$ cat config.mk
export PLATFORM = sky130hd
export DESIGN_NAME = touch_key_baseline_tracker_core
export DESIGN_NICKNAME = d
export VERILOG_FILES = /design/src/sv/tkbt_pkg.sv /design/src/sv/tkbt_update.sv /design/src/sv/touch_key_baseline_tracker_core.sv
export SDC_FILE = /design/constraint.sdc
export NUM_CORES = 1
export LEC_CHECK = 0
export ABC_AREA = 1
export BUFFER_PORTS_ARGS = -buffer_cell sky130_fd_sc_hd__buf_4
export CAP_MARGIN = 40
export CORE_AREA = 4 4 207 209
export CTS_CLUSTER_SIZE = 12
export DETAILED_ROUTE_END_ITERATION = 8
export DIE_AREA = 0 0 211 213
export GPL_ROUTABILITY_DRIVEN = 0
export PLACE_DENSITY_LB_ADDON = 0.05
export SYNTH_ARGS = -nofsm -noshare
export SYNTH_HDL_FRONTEND = slang
export SYNTH_SLANG_ARGS = --single-unit
$ cat constraint.sdc
create_clock -name clk -period 7.35 [get_ports clk]
set_input_delay 1.47 -clock clk [delete_from_list [all_inputs] [get_ports clk]]
set_output_delay 1.47 -clock clk [all_outputs]
set_load 0.01 [all_outputs]
$ cat src/sv/tkbt_pkg.sv
// Shared types and constants of the touch key baseline tracker.
`default_nettype none

package tkbt_pkg;

  localparam int unsigned BASE_W  = 16;
  localparam int unsigned PHASE_W = 5;
  localparam int unsigned KEY_W   = 4;
  localparam int unsigned AVG_W   = 4;

  localparam logic [BASE_W-1:0] RISE_STEP = 16'd5;
  localparam logic [BASE_W-1:0] BASE_MAX  = 16'hFFFF;

  // Configuration register indexes.
  localparam logic [1:0] REG_THRESHOLD = 2'd0;
  localparam logic [1:0] REG_INIT_AVG  = 2'd1;

  localparam logic [BASE_W-1:0] THRESHOLD_RST = 16'd100;
  localparam logic [AVG_W-1:0]  INIT_AVG_RST  = 4'd4;

  // One stored entry per key: calibration phase and baseline.
  typedef struct packed {
    logic [PHASE_W-1:0] phase;
    logic [BASE_W-1:0]  baseline;
  } entry_t;

  // Result of one key update.
  typedef struct packed {
    logic              calibrating;
    logic [BASE_W-1:0] new_baseline;
    logic [BASE_W-1:0] key_delta;
    logic              touched;
  } result_t;

endpackage

`default_nettype wire

$ cat src/sv/tkbt_update.sv
// Combinational update of one key entry from one oscillator count.
`default_nettype none

module tkbt_update (
  input  tkbt_pkg::entry_t                 cur,
  input  logic [tkbt_pkg::BASE_W-1:0]      sample,
  input  logic [tkbt_pkg::BASE_W-1:0]      threshold,
  input  logic [tkbt_pkg::AVG_W-1:0]       init_avg,
  output tkbt_pkg::entry_t                 nxt,
  output tkbt_pkg::result_t                res
);

  logic [tkbt_pkg::PHASE_W-1:0] phase_m1;
  logic [tkbt_pkg::BASE_W:0]    rise_sum;
  logic [tkbt_pkg::BASE_W-1:0]  b_track;
  logic [tkbt_pkg::BASE_W-1:0]  delta;
  logic                         hit;

  assign phase_m1 = cur.phase - tkbt_pkg::PHASE_W'(1);
  assign rise_sum = {1'b0, cur.baseline} + {1'b0, tkbt_pkg::RISE_STEP};

  // Tracking phase: the baseline rises by a fixed step (saturating) when the count
  // is not below it, and then decays by one, unless zero, whenever the key is not touched.
  always_comb begin
    if (sample < cur.baseline) begin
      delta   = cur.baseline - sample;
      b_track = cur.baseline;
    end else begin
      delta   = '0;
      b_track = rise_sum[tkbt_pkg::BASE_W] ? tkbt_pkg::BASE_MAX
                                           : rise_sum[tkbt_pkg::BASE_W-1:0];
    end
    hit = (delta > threshold);
    if (!hit && (b_track != '0)) begin
      b_track = b_track - tkbt_pkg::BASE_W'(1);
    end
  end

  always_comb begin
    priority if (cur.phase == '0) begin
      // Seeding sample.
      nxt.phase        = tkbt_pkg::PHASE_W'(1);
      nxt.baseline     = sample;
      res.touched      = 1'b0;
      res.key_delta    = '0;
      res.calibrating  = 1'b1;
    end else if (phase_m1 < {1'b0, init_avg}) begin
      // Averaging sample.
      nxt.phase        = cur.phase + tkbt_pkg::PHASE_W'(1);
      nxt.baseline     = (cur.baseline >> 1) + (sample >> 1);
      res.touched      = 1'b0;
      res.key_delta    = '0;
      res.calibrating  = 1'b1;
    end else begin
      nxt.phase        = cur.phase;
      nxt.baseline     = b_track;
      res.touched      = hit;
      res.key_delta    = delta;
      res.calibrating  = 1'b0;
    end
    res.new_baseline = nxt.baseline;
  end

endmodule

`default_nettype wire

$ cat src/sv/touch_key_baseline_tracker_core.sv
// Top level of the touch key baseline tracker: key memory, pipeline and ports.
`default_nettype none

// Channel  | Ports                          | Contents
// ---------+--------------------------------+-----------------------------------------
// in       | in_tvalid/in_tready            | tuser: key index, tdata: oscillator count
// out      | out_tvalid/out_tready          | tuser: key index, tdata: flags, delta, base
// cfg      | cfg_we, cfg_index, cfg_wdata   | threshold, averaging sample count
//
// The block takes one item per cycle while the output is not stalled. The rate
// is set by the read-modify-write of one key entry in the key memory: the read
// is issued when the item is accepted, the update and write-back happen when
// the item leaves the update stage, and a bypass register forwards a write to
// a read of the same key issued at the same edge. rst_n is synchronous and
// clears the pipeline, the registers and the per-key valid bits, so every key
// reads as unseeded after reset with no clearing pass. A stalled output holds
// its item while one more item waits in the update stage. Items whose key index
// lies beyond the number of keys are accepted and dropped without a result.

module touch_key_baseline_tracker_core #(
  parameter int unsigned NUM_KEYS = 16
) (
  input  logic        clk,
  input  logic        rst_n,
  // Input channel.
  input  logic        in_tvalid,
  output logic        in_tready,
  input  logic [15:0] in_tdata,   // [15:0] measured_count
  input  logic [3:0]  in_tuser,   // [3:0] key_index
  // Result channel.
  output logic        out_tvalid,
  input  logic        out_tready,
  output logic [39:0] out_tdata,  // [0] touched, [16:1] key_delta,
                                  // [32:17] new_baseline, [33] calibrating, [39:34] zero
  output logic [3:0]  out_tuser,  // [3:0] out_key_index
  // Configuration port.
  input  logic        cfg_we,
  input  logic [1:0]  cfg_index,
  input  logic [15:0] cfg_wdata
);

  localparam int unsigned KEY_AW = (NUM_KEYS > 1) ? $clog2(NUM_KEYS) : 1;

  // Configuration registers.
  logic [tkbt_pkg::BASE_W-1:0] threshold_r;
  logic [tkbt_pkg::AVG_W-1:0]  init_avg_r;

  always_ff @(posedge clk) begin
    if (!rst_n) begin
      threshold_r <= tkbt_pkg::THRESHOLD_RST;
      init_avg_r  <= tkbt_pkg::INIT_AVG_RST;
    end else if (cfg_we) begin
      unique case (cfg_index)
        tkbt_pkg::REG_THRESHOLD: threshold_r <= cfg_wdata;
        tkbt_pkg::REG_INIT_AVG:  init_avg_r  <= cfg_wdata[tkbt_pkg::AVG_W-1:0];
        default: ;
      endcase
    end
  end

  // Input decode.
  logic [KEY_AW+tkbt_pkg::KEY_W-1:0] key_ext;
  logic [KEY_AW-1:0]                 in_addr;
  logic                              in_range;
  logic                              in_fire;

  assign key_ext  = {{KEY_AW{1'b0}}, in_tuser};
  assign in_addr  = key_ext[KEY_AW-1:0];
  assign in_range = ({28'd0, in_tuser} < 32'(NUM_KEYS));
  assign in_fire  = in_tvalid && in_tready;

  // Update stage registers.
  logic                        s1_valid_r;
  logic [tkbt_pkg::KEY_W-1:0]  s1_key_r;
  logic [KEY_AW-1:0]           s1_addr_r;
  logic [tkbt_pkg::BASE_W-1:0] s1_sample_r;
  logic                        s1_adv;

  logic                        out_valid_r;
  tkbt_pkg::result_t           out_res_r;
  logic [tkbt_pkg::KEY_W-1:0]  out_key_r;

  assign s1_adv    = s1_valid_r && (!out_valid_r || out_tready);
  assign in_tready = !s1_valid_r || s1_adv;

  // Key memory, one entry per key, with a valid bit per entry so that an
  // entry never written since reset reads as zero.
  tkbt_pkg::entry_t mem [NUM_KEYS];
  tkbt_pkg::entry_t mem_rdata_r;
  logic [NUM_KEYS-1:0] valid_r;
  logic                rd_valid_r;

  // Bypass of the write that happens at the same edge as the read.
  tkbt_pkg::entry_t fwd_data_r;
  logic             use_fwd_r;

  tkbt_pkg::entry_t  cur_entry;
  tkbt_pkg::entry_t  nxt_entry;
  tkbt_pkg::result_t upd_res;

  always_comb begin
    priority if (use_fwd_r) begin
      cur_entry = fwd_data_r;
    end else if (rd_valid_r) begin
      cur_entry = mem_rdata_r;
    end else begin
      cur_entry = '0;
    end
  end

  tkbt_update u_update (
    .cur       (cur_entry),
    .sample    (s1_sample_r),
    .threshold (threshold_r),
    .init_avg  (init_avg_r),
    .nxt       (nxt_entry),
    .res       (upd_res)
  );

  always_ff @(posedge clk) begin
    if (s1_adv) begin
      mem[s1_addr_r] <= nxt_entry;
    end
    if (in_fire) begin
      mem_rdata_r <= mem[in_addr];
    end
  end

  always_ff @(posedge clk) begin
    if (!rst_n) begin
      valid_r <= '0;
    end else if (s1_adv) begin
      valid_r[s1_addr_r] <= 1'b1;
    end
  end

  always_ff @(posedge clk) begin
    if (in_fire) begin
      rd_valid_r  <= valid_r[in_addr];
      fwd_data_r  <= nxt_entry;
      s1_key_r    <= in_tuser;
      s1_addr_r   <= in_addr;
      s1_sample_r <= in_tdata;
    end
  end

  always_ff @(posedge clk) begin
    if (!rst_n) begin
      s1_valid_r <= 1'b0;
      use_fwd_r  <= 1'b0;
    end else begin
      if (in_fire) begin
        s1_valid_r <= in_range;
        use_fwd_r  <= s1_adv && (s1_addr_r == in_addr);
      end else if (s1_adv) begin
        s1_valid_r <= 1'b0;
      end
    end
  end

  // Output register.
  always_ff @(posedge clk) begin
    if (!rst_n) begin
      out_valid_r <= 1'b0;
    end else if (s1_adv) begin
      out_valid_r <= 1'b1;
    end else if (out_tready) begin
      out_valid_r <= 1'b0;
    end
  end

  always_ff @(posedge clk) begin
    if (s1_adv) begin
      out_res_r <= upd_res;
      out_key_r <= s1_key_r;
    end
  end

  assign out_tvalid = out_valid_r;
  assign out_tuser  = out_key_r;
  assign out_tdata  = {6'd0, out_res_r};

  // A key beyond the key count never reaches the update stage.
  a_drop_out_of_range: assert property (@(posedge clk) disable iff (!rst_n)
    (in_fire && !in_range) |=> !s1_valid_r)
    else $error("out-of-range key entered the update stage");

  // A calibration result carries no delta and no touch.
  a_calib_quiet: assert property (@(posedge clk) disable iff (!rst_n)
    (out_valid_r && out_res_r.calibrating) |->
      (!out_res_r.touched && (out_res_r.key_delta == '0)))
    else $error("calibration result carries a delta or a touch");

  // The bypass is used only for an item in the update stage.
  a_fwd_live: assert property (@(posedge clk) disable iff (!rst_n)
    (use_fwd_r && !s1_valid_r) |-> !$past(in_fire))
    else $error("bypass armed without an item in the update stage");

  // Every update stage move lands a result in the output register.
  a_adv_to_out: assert property (@(posedge clk) disable iff (!rst_n)
    s1_adv |=> out_valid_r)
    else $error("update stage advanced without filling the output");

  // The calibration phase never counts beyond its bound.
  a_phase_bound: assert property (@(posedge clk) disable iff (!rst_n)
    s1_valid_r |-> (cur_entry.phase <= tkbt_pkg::PHASE_W'(16)))
    else $error("key phase out of range");

endmodule

`default_nettype wire

==> impl_results.md, run 1 <==
* Status: complete, no violations
* Count of final hold-check violations at 0
* Core footprint at 40,830 um^2
* Crit share post-route at about four fifths
* Slew margin rel. at about two fifths
* Vias in the first global route at between 10,000 and 15,000
* CP Max Fanout at 59
* Yosys reg bits at between 400 and 500
* LEAKAGE at roughly 0.01 uW
* Number of antenna violations at the first check in global routing at 0
* DR iter-0 viols at 1,372
* Most instantiated cells after synthesis: 437 x edfxtp_1, 298 x nand2_1, 236 x inv_1, 165 x a21oi_1, 150 x o21ai_0
* Clock transition at path regs at approximately 0.060 ns
* Synth-to-Final Area Change at 12.60%
* Minimum clock period at between 5 and 6 ns
* Final wirelength at 55,780 um
* Kind of critical path: reg2reg
* RSZ-0062 raised after global routing: false
* Post-CTS setup buffers at 0
* Pre-CTS setup slack at about 1.6 ns
* I/O pin total at 89
* DRT Pass-1 Iters at 5
* Post-CTS Hold Buffers at 0
* Placed cell area at roughly 24,000 um^2
* Unique masters post-synth at between 50 and 60
* Synth Warn # at 0
* CTS Buffer Depth at 3
* Critical Path AT at about 6.1 ns
* Worst Setup Slack, final at ~1.5 ns
* Post-DP HPWL at about 35,000 um
* Initial core utilization at 54.54%
* Crit end category: flip-flop
* Vias/cell at between 5 and 6
* DIE AREA at ~45,000 um^2
* Clock Skew at between 0.03 and 0.04 ns
* Count leader, synth: edfxtp_1
* Tightest Hold Check Type: reg2reg
* Worst VDD drop at 191.3 uV
* Critical Path RT at ~7.6 ns
* Worst Path Buf+Inv at 5
* Fmax at approximately 170 MHz
* # resized after CTS at 0
* Slowest cell delay on critical path at between 0.4 and 0.5 ns
* Ys async rst share at 0%
* Synth area leader: edfxtp_1
* CP most frequent cell: nand2_1
* GRT Util Overall at approximately a quarter
* DR WL/cell at approximately 21 um
* Netlist Area Pre-Place at about 22,000 um^2
* Maxcap violations at 0
* Post-synth EDFFs at between 400 and 500
* CTS HTree Levels at 2
* ANT nets after route at 0
* TritonCTS buffer count at 50
* Pin count of the biggest net entering global routing at about 140
* Clk sinks at around 480
* Register area share after synthesis at between 60% and 70%
* Startpoint type of the worst setup path: flip-flop
* CP delay by family, top: simple AND/OR/NAND/NOR gates
* Fin area at 25,070 um^2
* Worst Tran Pin Value at 0.8968 ns
* Share of cells above drive strength 1 at about an eighth
* Clock root cell: clkbuf_16
* PwrDens at approximately 290 nW/um^2
* Nets at around 2,200
* # DRC at 0
* Final cell count without fillers at 2,693
* Remaining global-route overflow at 0
* Cell count after synthesis at ~2,000
* FP Rows at 74
* Final setup TNS at 0 ns
* Largest cells by area after synthesis: edfxtp_1 59%, nand2_1 5.0%, inv_1 4.0%
* Mean Syn Cell Area at 10.91 um^2
* First-pass GRT wire length at around 84,000 um
* Vias at between 15,000 and 20,000
* Area fraction of the dominant cell type after synthesis at about three fifths
* Clock Latency Late Sink at around 0.61 ns
* Slew Limit Fails at 0
* CTS tree: built
* Die Span Y at 213 um
* Input/output buffers at between 80 and 90
* Dpl cells at 2,603
* CP max stage cell: nand2_1
* Die W at between 200 and 250 um
* Top_reg_cell synth: edfxtp_1
* # setup viols final at 0
[per-stage QoR]
step                      hold slack (ns)  power (uW)  utilization, %
final                              0.4603        7161           61.41
after global placement             0.4463        4801           57.42
after CTS                          0.4671        7215           61.40
after global routing               0.4897        7488           61.40
after detailed placement           0.4523        4832           57.60
after floorplan                    0.4349        4324               -
[power by group]
part	switching [uW]	total, uW	internal [uW]
logic	998	1380	383
clock network	1030	2380	1350
registers	45.3	3400	3360
[layout by cell type, fill, tap and decap left out, drive strengths merged, types with 88 or more instances in the layout]
cell	count
a21oi	166
buf	126
edfxtp	437
inv	244
mux2i	88
nand2	314
nand3	91
nor2	159
o211ai	91
o21ai	153
[worst paths after layout]
| check | from | endpoint | slack [ns] | cells after the start |
|---|---|---|---|---|
| max | use_fwd_r | mem[4][13] | 1.50 | 29 |
| min | valid_r[4] | valid_r[4] | 0.46 | 2 |
| max reg2reg | use_fwd_r | mem[4][13] | 1.50 | 29 |
| min reg2reg | valid_r[4] | valid_r[4] | 0.46 | 2 |
[tightest hold or removal path, cell delays in order (launching register included)]
cell	delay [ns]
dfxtp_1	0.32
nor2_1	0.04
nor2_1	0.07
[sequential cells by signal, indices dropped and copies added, names as in the netlist, 4 cells and up]
name	flops
mem_rdata_r	21
init_avg_r	4
threshold_r	16
out_tdata	34
fwd_data_r	21
s1_sample_r	16
valid_r	16
s1_addr_r	4
out_tuser	4
mem	336
[area by class of cell]
| class | count | area (um^2) |
|---|---|---|
| Sequential cell | 476 | 13900 |
| Clock buffer | 73 | 1388 |
| Timing Repair Buffer | 126 | 1006 |
| Multi-Input combinational cell | 1224 | 7020 |
| Inverter | 245 | 922.1 |
| Clock inverter | 16 | 165.2 |
| Antenna cell | 1 | 2.502 |
| Tap cell | 532 | 665.6 |
| Fill cell | 3338 | 15760 |
[kinds of logic after synthesis]
group	count (synthesis)	share of synthesized area [%]
flip-flops	476	62.44
AND/OR/NAND/NOR	612	11.87
multiplexers	88	3.956
XOR/XNOR	28	1.101
buffers and inverters	346	6.299
AO/OA/AOI/OAI	434	11.11
adder cells (fa/ha/maj)	56	3.214
other	1	0.01684
[layer usage]
metal | track usage, % | vias up | wire length, um
met1 | 31.82 | 7297 | 23330
met4 | 10.95 | 0 | 2361
met5 | 0 | - | 0
met2 | 41.33 | 449 | 27070
met3 | 3.894 | 140 | 3012
li1 | - | 7288 | -
Power figures use the tool's default switching activity.
==> run 2: changes to the inputs <==
clock period = 5.1 ns   (was 7.35 ns; I/O delays follow)
==> run 2 against run 1 <==
First-iteration DRC count decreased by 5.1%. Highest routed layer unchanged. Worst setup slack got worse by 1.1 ns. Largest cell class unchanged. Total power increased by 46%. Clock-buffer cell count decreased by 7. Critical path depth unchanged. Wire length increased by 7.7%. Maximum frequency increased by 23%.
==> impl_results.md, run 2 (synthesized netlist as in run 1, its figures left out) <==
* Die W at about 210 um
* Initial core utilization at between 50% and 60%
* CP max stage cell: dfxtp_2
* Vias in the first global route at approximately 15,000
* Sw Share at 29.20%
* ANT nets after route at 0
* Post-DP HPWL at 39,550 um
* Final setup TNS at 0 ns
* Diodes inserted at 0
* Startpoint type of the worst setup path: flip-flop
* Worst Setup Slack, final at 0.3607 ns
* FP Rows at 74
* Area of the multi-input gates at 7073 um^2
* Vias at between 15,000 and 20,000
* Die Span Y at 213 um
* CTS Buffer Depth at 3
* First-pass GRT wire length at 90,470 um
* Pwr Total at between 10,000 and 15,000 uW
* NetSw at roughly 3000 uW
* DRT Pass-1 Iters at 5
* Nets at about 2,300
* R2R Path Start: use_fwd_r
* Maxcap violations at 0
* Slew margin rel. at 40.90%
* Status: complete, no violations
* Worst setup path startpoint: use_fwd_r
* R2R depth at 29
* Number of antenna violations at the first check in global routing at 1
* Final wirelength at roughly 60,000 um
* LEAKAGE at around 0.010 uW
* Input/output buffers at 82
* Most frequent cells in the layout: 437 x edfxtp_1, 297 x nand2_1, 232 x inv_1
* Largest register FFs at 336
* PwrDens at between 400 and 500 nW/um^2
* Core footprint at 40,830 um^2
* Remaining global-route overflow at 0
* Largest Register: mem
* # DRC at 0
* Tightest Hold Check Type: reg2reg
* Slowest cell delay on critical path at roughly 0.40 ns
* R2R setup slack at 0.36 ns
* DR iter-0 viols at around 1,300
* Critical Path RT at roughly 5.5 ns
* Share of cells above drive strength 1 at ~15%
* Logic pwr share at between 20% and 30%
* TritonCTS buffer count at 50
* Minimum clock period at approximately 4.7 ns
* Kind of critical path: reg2reg
* Clock transition at path regs at around 0.060 ns
* Pin count of the biggest net entering global routing at 90
* Pre-CTS setup slack at 0.07612 ns
* Worst setup path endpoint: mem[10][6]
* Sequential power share at between 40 and 50%
* Crit end category: flip-flop
* Synth-to-Final Area Change at 15.42%
* Layout fillers at between 3,000 and 4,000
* Clk pwr share at about a third
* Commonest non-fill, non-tap cell in the layout: edfxtp_1
* Worst VDD drop at around 330 uV
* # setup viols final at 0
* Fmax at ~210 MHz
* I/O pin total at 89
* Reg area at 13,900 um^2
* CP most frequent cell: nand2_1
* Clock Skew at 0.02091 ns
* CTS HTree Levels at 2
* CP Max Fanout at 23
* Slew Limit Fails at 0
* CTS tree: built
* R2r endpoint: mem[10][6]
* GRT Util Overall at a little over a quarter
* Clock Latency Late Sink at about 0.6 ns
* Int Power at between 7000 and 8000 uW
* DR WL/cell at approximately 22 um
* Clk sinks at about 480
* Clock root cell: clkbuf_16
* Critical Path AT at between 5 and 6 ns
* Worst Tran Pin Value at slightly below 0.9 ns
* Count of final hold-check violations at 0
* Vias/cell at 5.720
* Crit share post-route at approximately 93%
* DIE AREA at between 40,000 and 50,000 um^2
[run 2: power by group through the flow]
stage | Clock [uW] | Sequential (uW) | Combinational [uW]
after floorplan | 0 | 4980 | 1250
after global routing | 3570 | 4930 | 2440
final | 3340 | 4920 | 2230
after global placement | 0 | 5000 | 2070
after CTS | 3410 | 4920 | 2150
after detailed placement | 0 | 5000 | 2140
[run 2: routing by layer]
| metal | track usage [%] | vias up | routed length (um) |
|---|---|---|---|
| met5 | 0 | - | 0 |
| met4 | 8.764 | 0 | 1735 |
| met3 | 4.378 | 119 | 4460 |
| met2 | 43.76 | 541 | 28910 |
| met1 | 36.21 | 7708 | 24940 |
| li1 | - | 7432 | - |
[run 2: timing repair]
action	4_1_cts	5_1_grt
hold buffers	0	0
gates resized for setup	0	21
setup buffers	0	1
endpoints found under the setup margin	0	279
[run 2: worst max-delay path, delay by kind of cell, from the launching register on]
kind	cells	cell delay, ns
buffers and inverters	7	1.01
XOR/XNOR	1	0.25
AO/OA/AOI/OAI	8	1.36
AND/OR/NAND/NOR	11	0.93
flip-flops	1	0.40
adder cells (fa/ha/maj)	2	0.62
[run 2: cell type report]
| cell class | count | area share (%) |
|---|---|---|
| flip-flops and latches | 476 | 54.10 |
| multi-input cells | 1224 | 27.52 |
| repair buffers | 200 | 6.436 |
| clock buffers | 66 | 5.180 |
| inverters | 245 | 3.617 |
| well taps | 532 | 2.590 |
| clock inverters | 19 | 0.5598 |
[run 2: metrics by stage]
| step | hold WS [ns] | cell area (um^2) | cells | util, % |
|---|---|---|---|---|
| after global routing | 0.4793 | 25700 | 2762 | 62.95 |
| final | 0.4554 | 25700 | 2762 | 62.95 |
| after detailed placement | 0.4522 | 24140 | 2675 | 59.11 |
| after CTS | 0.4616 | 25610 | 2760 | 62.72 |
| after floorplan | 0.4349 | 22290 | 2046 | - |
| after global placement | 0.4469 | 24010 | 2666 | 58.81 |
[run 2: worst min-delay path by stage]
stage / start / to / cells past startpoint
6_report: init_avg_r[3] / init_avg_r[3] / 2
4_1_cts: init_avg_r[3] / init_avg_r[3] / 2
2_1_floorplan: valid_r[10] / valid_r[10] / 2
3_3_place_gp: valid_r[10] / valid_r[10] / 2
3_5_place_dp: valid_r[14] / valid_r[14] / 2
5_1_grt: threshold_r[1] / threshold_r[1] / 2
